File: config.mk
export PLATFORM = sky130hd
export DESIGN_NAME = ts_queue
export DESIGN_NICKNAME = d
export VERILOG_FILES = /design/src/rtl/ts_pkg.sv /design/src/rtl/ts_queue.sv
export SDC_FILE = /design/constraint.sdc
export NUM_CORES = 1
export LEC_CHECK = 0
export BUFFER_PORTS_ARGS = -buffer_cell sky130_fd_sc_hd__buf_2
export CAP_MARGIN = 5
export CORE_MARGIN = 2
export CORE_UTILIZATION = 50
export DETAILED_ROUTE_END_ITERATION = 10
export PLACE_DENSITY = 0.74
export SYNTH_ARGS = -nofsm -noshare
export SYNTH_HDL_FRONTEND = slang
export SYNTH_SLANG_ARGS = --single-unit
export TNS_END_PERCENT = 10
File: constraint.sdc
create_clock -name i_clk -period 9.7 [get_ports i_clk]
set_clock_uncertainty 0.2 [all_clocks]
set_input_delay 0.485 -clock i_clk [delete_from_list [all_inputs] [get_ports i_clk]]
set_output_delay 0.485 -clock i_clk [all_outputs]
set_load 0.02 [all_outputs]
File: src/rtl/ts_pkg.sv
package ts_pkg;

    localparam int MAX_WIDTH  = 128;
    localparam int MAX_HEIGHT = 128;
    localparam int XW = $clog2(MAX_WIDTH);
    localparam int YW = $clog2(MAX_HEIGHT);
    localparam int BANK_XW = XW - 1;
    localparam int BANK_YW = YW - 1;
    localparam int BANK_AW = BANK_XW + BANK_YW;
    localparam int BANK_DEPTH = (MAX_WIDTH / 2) * (MAX_HEIGHT / 2);
    localparam int TEXEL_W = 48;
    localparam int COORD_W = 17;
    localparam logic [COORD_W-1:0] COORD_ONE = 17'h10000;
    localparam logic [7:0] DIM_RESET = 8'd128;

    localparam logic REQ_WRITE  = 1'b0;
    localparam logic REQ_SAMPLE = 1'b1;
    localparam logic MODE_NEAREST = 1'b0;
    localparam logic MODE_LINEAR  = 1'b1;
    localparam logic CFG_WIDTH  = 1'b0;
    localparam logic CFG_HEIGHT = 1'b1;

    localparam int QDEPTH = 4;

    typedef struct packed {
        logic [15:0] red;
        logic [15:0] green;
        logic [15:0] blue;
    } t_texel;

    typedef struct packed {
        logic          is_write;
        logic          linear;
        logic [XW-1:0] x0;
        logic [XW-1:0] x1;
        logic [YW-1:0] y0;
        logic [YW-1:0] y1;
        logic [15:0]   fx;
        logic [15:0]   fy;
        t_texel        data;
    } t_cmd;

endpackage

File: src/rtl/ts_queue.sv
module ts_queue
    import ts_pkg::*;
(
    input  logic i_clk,
    input  logic i_rst_n,
    input  logic i_valid,
    input  t_cmd i_cmd,
    output logic o_ready,
    output logic o_valid,
    output t_cmd o_cmd,
    input  logic i_ready
);
    localparam int AW = $clog2(QDEPTH);
    t_cmd r_q [QDEPTH];
    logic [AW-1:0] r_wp, r_rp;
    logic [AW:0] r_cnt;
    logic push, pop;

    assign o_ready = (r_cnt != (AW+1)'(QDEPTH));
    assign o_valid = (r_cnt != '0);
    assign o_cmd   = r_q[r_rp];
    assign push = i_valid && o_ready;
    assign pop  = o_valid && i_ready;

    always_ff @(posedge i_clk) begin
        if (!i_rst_n) begin
            r_wp  <= '0;
            r_rp  <= '0;
            r_cnt <= '0;
        end else begin
            if (push) begin
                r_wp <= r_wp + 1'b1;
            end
            if (pop) begin
                r_rp <= r_rp + 1'b1;
            end
            r_cnt <= r_cnt + (AW+1)'(push) - (AW+1)'(pop);
        end
    end

    always_ff @(posedge i_clk) begin
        if (push) begin
            r_q[r_wp] <= i_cmd;
        end
    end
endmodule

==> flow_summary.toml, run 1 <==
[floorplanning]
fp.dieH_microns = 185
rows = 66
die_area_sq_um = 34200
die_w_microns = 185
ios = 226
initial_core_util_pct = 50.5
core_sq_um = 32400

[synthesis]
synth_top_cell_by_area = "edfxtp_1"
synthArstFlopShare_pct = 0
synth_area_leaders = "edfxtp_1 81%, mux4_2 15%, dfxtp_1 1.1%"
seq_area_frac_synth_pct = 81.9
synthTopCellsByCount = "440 x edfxtp_1, 110 x mux4_2, 11 x buf_2, 11 x buf_6, 9 x dfxtp_1"
synth_top_area_share_pct = 80.8
synth-main-ff-cell = "edfxtp_1"
ys_types = 19
synthCells = 622
avgSynthCellArea_sq_um = 26.3
netlist_area_sq_um = 16300
yosysMostFrequentCell = "edfxtp_1"
yosys_warnings = 0
ys_ff_latch = 449
syn_nets = 743
synth-edff-count = 440

[setup_path]
critPathCaptureType = "output port"
max_stage_delay_ns = 0.93
crit_arrival_ns = 3.67
path_max_fanout = 52
critPathKind = "reg2out"
worstPathRequired_ns = 9.02
cp_common_cell = "buf_4"
cp-start-kind = "flip-flop"
crit_chain = "buf_4 -> buf_4 -> mux4_2 -> buf_2"
critPathSlowestCell = "buf_4"

[sta]
slew_headroom_pct = 31.4
max_freq_ghz = 0.230
finalSetupTns_ns = 0
finalHoldViolCount = 0
setup_violations = 0
tightest_slew_ns = 1.03
fin_worst_hold_slack_ns = 0.102
slew_viol_final = 0
period_needed_ns = 4.35
setup_ws_ns = 5.35
rsz0062_at_grt = "no"
period_share_pct = 44.9

[outcome]
status = "complete, no violations"

[placement]
place_ws_ns = 5.74
dp_hpwl_mm = 17.1
place_congestion = 0.729
io_buffers = 225

[route]
wl_per_cell_microns = 21.0
drt_iter0_drc = 558
routed_wl_mm = 30.7
antenna_left = 0
via_per_inst = 5.27
drc_errors = 0
dr_total_vias = 7696
dr.pass1.iters = 5

[clock_network]
root_buffer = "clkbuf_16"
numCtsBuffers = 45
clock-sinks = 449
cts.path.max_buffers = 3
clk_pin_slew_ns = 0.06
cts_tree = "yes"
htree_num_levels = 2
insertion_delay_ns = 0.52
post_cts_buffers = 0

[power]
p_sw_mw = 1.45
p_int_mw = 3.75
p_clk_share_pct = 29.5
netSwitchingFraction_pct = 27.8
ir_worst_vdd_mv = 0.171
combinationalPowerShare_pct = 23.7
leakagePower_nw = 6.82
seqPwrFrac_pct = 46.8
powerDensity_nw_per_um2 = 256

[global_route]
grt_max_degree = 68
antenna_found_initial = 4
gr-total-overflow = 0
track_usage_pct = 18.3
grt_pass1_wl_mm = 46.8
grt_pass1_vias = 8295

[layout]
fin_util_pct = 62.7
area_growth_pct = 24.2
nets = 1107
drive_gt1_share_pct = 39.7
nFillCells = 2220

[flow_run]
maxCapViolations = 0

[min_path]
min_path_type = "in2reg"
[layout make-up]
type | count | area (sq um) | area share (%)
clock buffers | 60 | 1180 | 5.82
diodes | 4 | 10.0 | 0.0493
flip-flops and latches | 449 | 13400 | 66.0
clock inverters | 16 | 105 | 0.518
repair buffers | 342 | 2280 | 11.2
well taps | 442 | 553 | 2.72
inverters | 5 | 18.8 | 0.0924
multi-input cells | 143 | 2750 | 13.6
[cells by family (layout without fill, tap and decap cells)]
kind of cell / Yosys count / after routing / synth area share, %
muxes: 112 / 112 / 15.3
other: 0 / 4 / 0
DFF: 449 / 449 / 81.9
AOI/OAI and AO/OA: 3 / 3 / 0.153
adders and majority gates: 7 / 7 / 0.582
buffers and inverters: 30 / 423 / 1.28
xor gates and xnor gates: 4 / 4 / 0.214
and+or+nand+nor: 17 / 17 / 0.559
[power groups by stage]
stage | registers, mW | logic, mW | clock network, mW
4_1_cts | 2.44 | 1.26 | 1.57
2_1_floorplan | 2.44 | 0.893 | 0
5_1_grt | 2.45 | 1.33 | 1.64
3_5_place_dp | 2.48 | 1.22 | 0
3_3_place_gp | 2.47 | 1.21 | 0
6_report | 2.43 | 1.23 | 1.53
[path summary, 6_finish.rpt]
path | startpoint | end | slack [ns] | cells after the start
worst max-delay path | flip-flop | o_cmd[45] | 5.35 | 4
worst min-delay path | i_rst_n | r_rp[0]$_SDFFE_PN0P_ | 0.10 | 2
worst max register to register | r_cnt[1]$_SDFF_PN0_ | r_q[3][89]$_DFFE_PP_ | 6.33 | 4
worst min register to register | r_wp[1]$_SDFFE_PN0P_ | r_wp[1]$_SDFFE_PN0P_ | 0.32 | 2
[repair_timing]
action                                 in CTS  in global routing
setup endpoints to repair                   0                  0
hold buffers                              110                  0
endpoints found under the hold margin     440                  0
resized for setup                           0                  0
[cells in the final DEF, fill, tap and decap left out]
cell type      instances
diode_2                4
dlygate4sd3_1        110
buf_2                225
buf_4                  7
nor2_1                 1
mux2i_1                2
nand2_1                5
dfxtp_4                2
o311ai_1               1
or3_1                  1
clkinv_1               6
clkbuf_1              15
clkinv_2               6
mux4_2               110
ha_1                   6
xnor2_1                4
inv_1                  5
and2_1                 3
clkinvlp_4             3
bufinv_16              1
edfxtp_1             440
o31a_1                 1
fa_1                   1
a21boi_1               1
clkbuf_16             45
dfxtp_1                7
nor2b_1                3
and2_4                 4
[per-layer routing]
layer | GRT usage [%] | part of all wire (%) | routed length, microns
met1 | 23.6 | 40 | 12300
met2 | 30.3 | 50 | 15300
met3 | 5.15 | 7.1 | 2180
met4 | 5.94 | 2.9 | 879
met5 | 0 | 0 | 0
[critical path, delay by kind of cell, from the launching register on]
kind / cells / cell delay, ns
buf+inv: 3 / 1.85
flops: 1 / 0.57
mux: 1 / 0.63
[metrics by stage]
stage / power, mW / instances / area, sq um
6_report: 5.20 / 1461 / 20300
5_1_grt: 5.42 / 1460 / 20300
4_1_cts: 5.27 / 1457 / 20300
3_5_place_dp: 3.69 / 1271 / 17900
3_3_place_gp: 3.68 / 1271 / 17900
2_1_floorplan: 3.34 / 622 / 16300
[sequential cells by signal (all words and copies together) (netlist names), named ones only]
name   cells
r_q      440
r_cnt      3
r_rp       2
r_wp       2
No activity file was read; power rests on OpenSTA's default activity.
==> inputs of run 2 (changes only) <==
--- a/config.mk
+++ b/config.mk
@@ -10,7 +10,7 @@
 export CORE_MARGIN = 2
 export CORE_UTILIZATION = 50
 export DETAILED_ROUTE_END_ITERATION = 10
-export PLACE_DENSITY = 0.74
+export PLACE_DENSITY = 0.77
 export SYNTH_ARGS = -nofsm -noshare
 export SYNTH_HDL_FRONTEND = slang
 export SYNTH_SLANG_ARGS = --single-unit
==> constraint.sdc (replaced) <==
create_clock -name i_clk -period 3.9 [get_ports i_clk]
set_clock_uncertainty 0.2 [all_clocks]
set_input_delay 0.195 -clock i_clk [delete_from_list [all_inputs] [get_ports i_clk]]
set_output_delay 0.195 -clock i_clk [all_outputs]
set_load 0.02 [all_outputs]
==> flow_summary.toml, run 2 (same netlist as run 1, synthesis figures left out) <==
[power]
ir_worst_vdd_mv = 0.529
powerDensity_nw_per_um2 = 651
leakagePower_nw = 6.99
power.total_mw = 13.4

[placement]
io_buffers = 225
dp_hpwl_mm = 17.4
place_congestion = 0.737

[floorplanning]
die_area_sq_um = 34200
die_w_microns = 185
rows = 66
fp.dieH_microns = 185
initial_core_util_pct = 50.5
core_sq_um = 32400
ios = 226

[global_route]
track_usage_pct = 18.5
antenna_found_initial = 1
gr-total-overflow = 0
grt_pass1_wl_mm = 47.5
grt_pass1_vias = 8453
grt_max_degree = 111

[layout]
nFillCells = 2157
area_growth_pct = 26.2
top_register = "r_q"
largest_reg_flops = 440
mostFrequentLayoutCell = "edfxtp_1"
multi_input_area_sq_um = 2750
fin_util_pct = 63.7
reg_top3 = "r_q x440, r_cnt x3"
nets = 1118
seq_area_sq_um = 13400
mostFrequentLayoutCells = "440 x edfxtp_1, 225 x buf_2, 114 x dlygate4sd3_1"
drive_gt1_share_pct = 40.9

[sta]
max_freq_ghz = 0.331
rsz0062_at_grt = "no"
setup_violations = 0
period_share_pct = 77.4
slew_headroom_pct = 48.3
finalHoldViolCount = 0
tightest_slew_ns = 0.775
fin_worst_hold_slack_ns = 0.198
period_needed_ns = 3.02
slew_viol_final = 0

[min_path]
min_path_type = "in2reg"
hp-start = "i_cmd[5]"

[route]
drt_iter0_drc = 514
routed_wl_mm = 31.4
antenna_left = 0
via_per_inst = 5.26
drc_errors = 0
dr.pass1.iters = 4
dr_total_vias = 7734
wl_per_cell_microns = 21.4

[setup_path]
cp-start-kind = "flip-flop"
crit_arrival_ns = 3.26
startpoint = "r_cnt[1]$_SDFF_PN0_"
path_max_fanout = 7
r2r-start = "r_cnt[1]$_SDFF_PN0_"
worstPathRequired_ns = 4.14
critPathCaptureType = "flip-flop"
critPathKind = "reg2reg"

[clock_network]
root_buffer = "clkbuf_16"
clk_pin_slew_ns = 0.06
cts_tree = "yes"
clock-sinks = 449
cts.path.max_buffers = 3
insertion_delay_ns = 0.55
numCtsBuffers = 45
ctsResizeCount = 0
htree_num_levels = 2
hold_buffers = 114
post_cts_buffers = 0

[outcome]
status = "complete, no violations"

[flow_run]
maxCapViolations = 0
[run 2: routing by layer]
layer,track usage (%),part of all wire (%)
met1,23.7,41
met2,31.5,51
met3,4.86,6.4
met4,5.49,2.1
met5,0,0
[run 2: final timing paths]
| path | depth (start not counted) | end | slack, ns |
|---|---|---|---|
| max reg2reg | 11 | r_cnt[2]$_SDFF_PN0_ | 0.88 |
| min reg2reg | 2 | r_wp[0]$_SDFFE_PN0P_ | 0.30 |
| min | 2 | r_q[0][5]$_DFFE_PP_ | 0.20 |
| max | 11 | r_cnt[2]$_SDFF_PN0_ | 0.88 |
[run 2: critical path, stage by stage (launching register included)]
cell and delay [ns]:
dfxtp_1 0.48, nor2_1 0.10, a21boi_1 0.57, inv_1 0.11, ha_1 0.31, inv_1 0.06, ha_1 0.13, inv_1 0.06
fa_1 0.43, xnor2_1 0.16, xnor2_1 0.14, and2_1 0.16
[run 2: area by class of cell]
type | count | area share, %
well taps | 442 | 2.68
flip-flops and latches | 449 | 64.9
clock buffers | 55 | 5.89
multi-input cells | 143 | 13.3
repair buffers | 353 | 11.9
clock inverters | 22 | 1.18
inverters | 5 | 0.0909
diodes | 1 | 0.0121
[run 2: report_power, final]
part / leakage [nW] / internal (mW) / switching, mW / total (mW)
registers: 4.11 / 5.85 / 0.218 / 6.07
clock network: 0.710 / 2.54 / 1.69 / 4.23
logic: 2.17 / 1.36 / 1.78 / 3.13
[run 2: metrics by stage]
step	setup slack, ns	TNS [ns]	area, sq um	cells
floorplan	-0.250	-82.52	16300	622
global placement	1.15	0	18000	1278
detailed placement	1.00	0	18000	1278
CTS	0.787	0	20600	1469
global route	0.648	0	20600	1470
finish	0.880	0	20600	1470
